==> src/fpbd_pkg.sv <==
package fpbd_pkg;

    // Register indexes on the configuration port
    localparam logic [1:0] REG_BITCELL = 2'd0;
    localparam logic [1:0] REG_SCALE   = 2'd1;
    localparam logic [1:0] REG_ADJUST  = 2'd2;
    localparam logic [1:0] REG_PHASE   = 2'd3;

    // Field and register widths
    localparam int unsigned FLUX_W    = 16;
    localparam int unsigned BITCELL_W = 14;
    localparam int unsigned SCALE_W   = 8;
    localparam int unsigned ADJ_W     = 6;
    localparam int unsigned PHPCT_W   = 7;
    localparam int unsigned CFG_IDX_W = 2;
    localparam int unsigned CFG_DAT_W = 14;
    localparam int unsigned OUT_DAT_W = 8;
    localparam int unsigned OUT_USR_W = 2;

    // Reset values of the registers
    localparam logic [BITCELL_W-1:0] RST_BITCELL = 14'd2000;
    localparam logic [SCALE_W-1:0]   RST_SCALE   = 8'd100;
    localparam logic [ADJ_W-1:0]     RST_ADJUST  = 6'd4;
    localparam logic [PHPCT_W-1:0]   RST_PHASE   = 7'd60;

    // Decoder constants
    localparam int unsigned MAX_CELLS               = 32;
    localparam int unsigned GOOD_BITS_BEFORE_REPORT = 256;
    localparam int unsigned MAX_IN_SYNC_ZEROS       = 3;
    localparam int unsigned STEP_RESULT_CAP         = 40;
    localparam int unsigned GOOD_SAT                = 256;
    localparam int unsigned ZRUN_SAT                = 7;

    localparam int unsigned CNT_W   = $clog2(STEP_RESULT_CAP + 1);
    localparam int unsigned GOOD_W  = $clog2(GOOD_SAT + 1);
    localparam int unsigned ZRUN_W  = $clog2(ZRUN_SAT + 1);
    localparam int unsigned ACC_W   = 24;
    localparam int unsigned CLK_W   = 15;  // cmax never exceeds 16383 * 163 / 100
    localparam int unsigned CMIN_W  = 14;
    localparam int unsigned LIMIT_W = CMIN_W + $clog2(MAX_CELLS + 1);

    // x / 100 as (x * ceil(2^31 / 100)) >> 31, exact for x below 2^24
    localparam int unsigned    RECIP_SHIFT = 31;
    localparam logic [24:0]    RECIP_100   = 25'd21474837;

    // Controller commands
    typedef struct packed {
        logic load;   // input transfer, latch interval
        logic scale;  // form the scale and clamp products
        logic div;    // divide the products by 100
        logic add;    // saturate interval and add it to the phase
        logic step;   // clock out one cell
        logic mul;    // PLL products for a one cell
        logic quo;    // divide the PLL products by 100
        logic upd;    // update clock and phase, one cell out
        logic emit;   // load the output register
        logic last;   // final cell of this input
    } t_cmd;

    // Datapath status
    typedef struct packed {
        logic run;       // phase holds at least half a clock
        logic zero;      // the cell being clocked is a zero
        logic out_free;  // output register can take a result
    } t_status;

    function automatic logic [17:0] div100(input logic [23:0] x);
        logic [48:0] p;
        p = {25'd0, x} * {24'd0, RECIP_100};
        return p[48:RECIP_SHIFT];
    endfunction

    // Signed divide by 100, truncating toward zero
    function automatic logic signed [18:0] sdiv100(input logic signed [23:0] x);
        logic [23:0] mag;
        logic [17:0] q;
        mag = x[23] ? 24'(-x) : 24'(x);
        q   = div100(mag);
        return x[23] ? -$signed({1'b0, q}) : $signed({1'b0, q});
    endfunction

    // Clamp a 25-bit sum to the 24-bit signed range
    function automatic logic signed [23:0] sat24(input logic signed [24:0] v);
        logic signed [23:0] r;
        if (v[24] != v[23]) begin
            r = v[24] ? 24'sh800000 : 24'sh7FFFFF;
        end else begin
            r = v[23:0];
        end
        return r;
    endfunction

endpackage

==> src/fpbd_ctrl.sv <==
module fpbd_ctrl
    import fpbd_pkg::*;
(
    input  logic    i_clk,
    input  logic    i_rst_n,
    input  logic    i_in_valid,
    output logic    o_in_ready,
    input  t_status i_status,
    output t_cmd    o_cmd
);

    localparam logic [3:0] S_IDLE  = 4'd0;
    localparam logic [3:0] S_SCALE = 4'd1;
    localparam logic [3:0] S_DIV   = 4'd2;
    localparam logic [3:0] S_ADD   = 4'd3;
    localparam logic [3:0] S_CHK   = 4'd4;
    localparam logic [3:0] S_STEP  = 4'd5;
    localparam logic [3:0] S_MUL   = 4'd6;
    localparam logic [3:0] S_QUO   = 4'd7;
    localparam logic [3:0] S_UPD   = 4'd8;

    logic [3:0]       r_state, n_state;
    logic [CNT_W-1:0] r_cnt, n_cnt;
    logic             w_cap;

    assign o_in_ready = (r_state == S_IDLE);
    assign w_cap      = (r_cnt == CNT_W'(STEP_RESULT_CAP - 1));

    // Next state and commands
    always_comb begin
        n_state = r_state;
        n_cnt   = r_cnt;
        o_cmd   = '0;
        unique case (r_state)
            S_IDLE: begin
                if (i_in_valid) begin
                    o_cmd.load = 1'b1;
                    n_cnt      = '0;
                    n_state    = S_SCALE;
                end
            end
            S_SCALE: begin
                o_cmd.scale = 1'b1;
                n_state     = S_DIV;
            end
            S_DIV: begin
                o_cmd.div = 1'b1;
                n_state   = S_ADD;
            end
            S_ADD: begin
                o_cmd.add = 1'b1;
                n_state   = S_CHK;
            end
            S_CHK: begin
                n_state = i_status.run ? S_STEP : S_IDLE;
            end
            S_STEP: begin
                if (i_status.out_free) begin
                    o_cmd.step = 1'b1;
                    if (i_status.zero) begin
                        // zero cell goes out now; the loop goes on until the cap
                        o_cmd.emit = 1'b1;
                        o_cmd.last = w_cap;
                        n_cnt      = r_cnt + 1'b1;
                        n_state    = w_cap ? S_IDLE : S_STEP;
                    end else begin
                        n_state = S_MUL;
                    end
                end
            end
            S_MUL: begin
                o_cmd.mul = 1'b1;
                n_state   = S_QUO;
            end
            S_QUO: begin
                o_cmd.quo = 1'b1;
                n_state   = S_UPD;
            end
            S_UPD: begin
                if (i_status.out_free) begin
                    o_cmd.upd  = 1'b1;
                    o_cmd.emit = 1'b1;
                    o_cmd.last = 1'b1;
                    n_state    = S_IDLE;
                end
            end
            default: begin
                n_state = S_IDLE;
            end
        endcase
    end

    always_ff @(posedge i_clk) begin
        if (!i_rst_n) begin
            r_state <= S_IDLE;
            r_cnt   <= '0;
        end else begin
            r_state <= n_state;
            r_cnt   <= n_cnt;
        end
    end

endmodule

==> config.mk <==
export PLATFORM = sky130hd
export DESIGN_NAME = fpbd_ctrl
export DESIGN_NICKNAME = d
export VERILOG_FILES = /design/src/fpbd_pkg.sv /design/src/fpbd_ctrl.sv
export SDC_FILE = /design/constraint.sdc
export NUM_CORES = 1
export LEC_CHECK = 0
export ABC_AREA = 1
export BUFFER_PORTS_ARGS = -buffer_cell sky130_fd_sc_hd__buf_2
export CORE_UTILIZATION = 47
export CTS_CLUSTER_SIZE = 28
export DETAILED_ROUTE_END_ITERATION = 10
export GPL_TIMING_DRIVEN = 0
export PLACE_DENSITY = 0.73
export SYNTH_ARGS = -nofsm -noshare
export SYNTH_HDL_FRONTEND = slang
export SYNTH_SLANG_ARGS = --single-unit
==> constraint.sdc <==
create_clock -name i_clk -period 1.1 [get_ports i_clk]
set_input_delay 0.275 -clock i_clk [delete_from_list [all_inputs] [get_ports i_clk]]
set_output_delay 0.275 -clock i_clk [all_outputs]
set_load 0.005 [all_outputs]
==> Word level (Yosys, flattened, before mapping) <==
Index checks and enable logic that the tools add are counted.
{ "totals": {"regBits": 10, "latchBits": 0, "mem_bits_rw": 0, "rom_bits": 0, "input_bits": 6, "elab_cells": 45, "memories": 0} }
{ "classes": {"add_sub_neg": 1, "n_mul": 0, "n_div": 0, "magnitude_cmp": 0, "n_eq_ne": 13, "n_shift": 0, "mux": 25, "n_bitwise": 0, "n_reduce_logical": 4} }
{ "op_table": {"columns": ["cell", "n"], "rows": [
  ["4-bit case mux with 9 select lines", 1],
  ["6-bit 2-to-1 mux", 3],
  ["4-bit by 3-bit equality test with 1-bit output (second input constant)", 4],
  ["3-bit 2-to-1 mux", 4],
  ["4-bit 2-to-1 mux", 3],
  ["6-bit case mux with 2 select lines", 1],
  ["1-bit 2-to-1 mux", 10],
  ["4-bit by 2-bit equality test with 1-bit output (second input constant)", 2],
  ["2-bit inequality test (second input constant)", 4],
  ["6-bit by 1-bit adder with 6-bit output (second input constant)", 1],
  ["6-bit equality test (second input constant)", 1],
  ["4-bit by 1-bit equality test with 1-bit output (second input constant)", 1],
  ["4-bit equality test (second input constant)", 1],
  ["4-bit zero test", 1],
  ["2-bit 2-to-1 mux", 2],
  ["2-bit case mux with 2 select lines", 1],
  ["4-bit AND reduction", 1],
  ["3-bit AND reduction", 1],
  ["2-bit nonzero test", 1]
]} }

==> Depth between registers and ports, before layout <==
{ "depth": {"ltp_word": 5, "mapped_depth": 9, "depth_no_buf": 9} }

==> Worst setup path after synthesis <==
No wires, ideal clock.
{ "synth_path": {"kind": "register to output", "startpoint": "reg r_state[0]", "endpoint": "out o_cmd[0] (netlist name)", "arrival_ps": 1052, "setup_slack_ps": -227, "path_stages_with_launch": 7, "cell_sequence": "dfxtp_1 inv_2 nor2_4 nand2_1 nor2_1 nand2_1 o21ai_1"} }
{ "synth_lines": {"columns": ["element", "line", "text"], "rows": [
  ["from (decl)", "fpbd_ctrl.sv:22", "logic [3:0] r_state, n_state;"],
  ["from (signal assigned)", "fpbd_ctrl.sv:98", "r_state <= n_state;"],
  ["to (decl)", "fpbd_ctrl.sv:9", "output t_cmd o_cmd"]
]} }

==> flow_metrics.env <==
export IMPL_routed_wl_mm=3.08
export IMPL_drtIter0Drc=53
export IMPL_worst_pin_slew_ns=0.353
export IMPL_ys_seq_area_share_pct=26.1
export IMPL_first_global_vias=837
export IMPL_fmax_ghz=0.621
export IMPL_start_kind="register"
export IMPL_via_count=1060
export IMPL_cp_data_arrival_time_ns=1.34
export IMPL_cts_tree="built"
export IMPL_syn_area_um2=767
export IMPL_maxSlewHeadroom_pct=76.2
export IMPL_gr_usage_all_layers_pct=26.8
export IMPL_dp_slack_ns=-0.282
export IMPL_violations="setup timing"
export IMPL_ctsHoldBuffers=0
export IMPL_min_period_ns=1.61
export IMPL_clockPowerShare_pct=18.5
export IMPL_clock_sinks=10
export IMPL_coreArea_mm2=0.00151
export IMPL_p_sw_share_pct=41.7
export IMPL_dpl_cell_area_um2=908
export IMPL_cts_root_buf="clkbuf_4"
export IMPL_route_met3_wl_um=295
export IMPL_ys_seq_elements=10
export IMPL_end_kind="output pin"
export IMPL_drc=0
export IMPL_wl_met1_mm=1.14
export IMPL_final_setup_skew_ns=0.000964
export IMPL_antenna_found_initial=0
export IMPL_leakage_nw=0.595
export IMPL_switchingPower_uw=628
export IMPL_ant_nets=0
export IMPL_area_growth_pct=68.7
export IMPL_synthDistinctLibCells=23
export IMPL_cts_buffer_depth=2
export IMPL_drt_first_pass_iters=6
export IMPL_gp_congestion=0.826
export IMPL_die_area_mm2=0.00180
export IMPL_post_route_worst_setup_slack_ns=-0.511
export IMPL_syn_inst=124
export IMPL_finalMaxSlewViolations=0
export IMPL_initial_core_util_pct=50.9
export IMPL_fill_cells=80
export IMPL_std_cell_rows=14
export IMPL_yosys_warnings=0
export IMPL_hold_slack_ns=0.234
export IMPL_final_area_mm2=0.00129
export IMPL_power_mw=1.50
export IMPL_status="complete, but fails checks"
export IMPL_synth_flop_cell="dfxtp_1"
export IMPL_grt_overflow_total=0
export IMPL_syn_num_nets=131
export IMPL_dr_wl_met2_mm=1.49
export IMPL_power_frac_seq_pct=28.7
export IMPL_rsz0062_at_grt="yes"
export IMPL_io_pins=17
export IMPL_finalSetupViolCount=20
export IMPL_p_int_uw=877
export IMPL_io_buffers=16
export IMPL_avgRoutedWirePerCell_um=17.1
export IMPL_crit_required_ns=0.82
export IMPL_pwr_share_comb_pct=52.8
export IMPL_fin_nets=172
export IMPL_powerDensity_mw_per_mm2=1160
export IMPL_postSynthAreaPerCell_um2=6.19
export IMPL_highest_layer="met4"
export IMPL_diodes=0
export IMPL_die_y_um=42.4
export IMPL_dp_hpwl_mm=1.31
export IMPL_hold_path_class="in2reg"
export IMPL_cts_htree_levels=1
export IMPL_drive_above_1_share_pct=57.3
export IMPL_synthArstFlopShare_pct=0
export IMPL_clk_pin_slew_ns=0.07
export IMPL_cap_violations=0
export IMPL_crit_fanout=4
export IMPL_fin_crit_sh_pct=146
export IMPL_synth_edf_count=0
export IMPL_dieWidth_um=42.4
export IMPL_grt_pass1_wl_mm=3.64
export IMPL_clock_latency_ns=0.27
export IMPL_path_class="reg2out"
export IMPL_hold_violations=0
export IMPL_final_util_pct=85.9
export IMPL_grt_max_degree=9
export IMPL_viasPerCell=5.89
export IMPL_cts_made_buffers=3
export IMPL_vdd_drop_max_mv=0.906
[layout make-up]
type	count	area [µm²]	area share, %
clock buffers	4	26.3	2.03
multi-input cells	91	658	50.9
repair buffers	36	269	20.8
inverters	22	90.1	6.96
plain buffers	1	7.51	0.580
flip-flops and latches	10	223	17.2
well taps	16	20.0	1.55
[final timing paths]
path	from	end	slack (ns)	cells past startpoint
max reg2reg	r_state[0]	r_cnt[4]	-0.41	10
min reg2reg	r_cnt[5]	r_cnt[5]	0.57	2
min	i_rst_n	r_state[3]	0.23	2
max	r_cnt[5]	o_cmd[0]	-0.51	5
[repair_timing]
action	in CTS	in global routing
pin swaps	13	20
resized for setup	22	37
setup buffers	15	7
endpoints found under the setup margin	20	21
[registers in the layout, indices dropped and copies added (netlist names)]
name,flops
r_cnt,6
r_state,4
[stage by stage]
step | std cells | setup TNS [ns]
floorplan | 124 | -0.167
global placement | 156 | -1.63
detailed placement | 156 | -1.89
finish | 180 | -6.61
global route | 180 | -7.73
CTS | 175 | -6.84
[cells by family (layout without fill, tap and decap cells)]
kind of cell / count (synthesis) / after routing / share of synthesized area [%]
adder cells (fa/ha/maj): 1 / 1 / 1.63
AND/OR/NAND/NOR: 75 / 75 / 48.8
flip-flops: 10 / 10 / 26.1
buffers and inverters: 23 / 63 / 11.7
AO/OA/AOI/OAI: 15 / 15 / 11.7
[layer usage]
layer	global-route usage (%)	up-vias
met3	3.45	20
met5	0	-
met2	43.1	91
li1	-	475
met1	35.4	474
met4	12.5	0
[power groups by stage]
stage / Combinational [mW] / Sequential [mW] / Clock, mW
after floorplan: 0.286 / 0.445 / 0
after global placement: 0.371 / 0.450 / 0
after global routing: 0.848 / 0.435 / 0.290
final: 0.794 / 0.432 / 0.278
after CTS: 0.566 / 0.433 / 0.278
after detailed placement: 0.377 / 0.453 / 0
[placed cells by master, fill, tap and decap left out, types with 2 or more instances in the layout]
| cell | netlist | routed |
|---|---|---|
| buf_6 | 0 | 7 |
| buf_2 | 1 | 16 |
| a21oi_1 | 6 | 2 |
| dfxtp_4 | 0 | 6 |
| nand2_1 | 27 | 13 |
| clkbuf_4 | 0 | 3 |
| nand2_4 | 3 | 7 |
| nand3_4 | 0 | 2 |
| nor2_2 | 3 | 5 |
| o21ai_1 | 1 | 2 |
| inv_2 | 2 | 2 |
| nor2_1 | 17 | 9 |
| dfxtp_1 | 10 | 4 |
| nand3_1 | 15 | 14 |
| nor2_4 | 2 | 8 |
| nand3_2 | 3 | 2 |
| inv_1 | 19 | 18 |
| buf_4 | 0 | 13 |
| nand2_2 | 1 | 10 |
| a21oi_2 | 2 | 6 |
| nand4_1 | 2 | 2 |
[critical path, stage by stage, from the launching register on]
cell	delay [ns]
dfxtp_1	0.43
inv_1	0.09
nor2_1	0.19
nand2_2	0.09
o21ai_1	0.13
buf_2	0.12
[cells in the mapped netlist, types with 3 or more instances]
cell	number	area share, %
dfxtp_1	10	26
nor2_2	3	2.4
nand2_4	3	4.4
inv_1	19	9.3
nor2_1	17	8.3
o21ai_0	3	2.0
nand3_2	3	3.9
a21oi_1	6	3.9
nand2_1	27	13
nand3_1	15	9.8
Power figures use the tool's default switching activity.
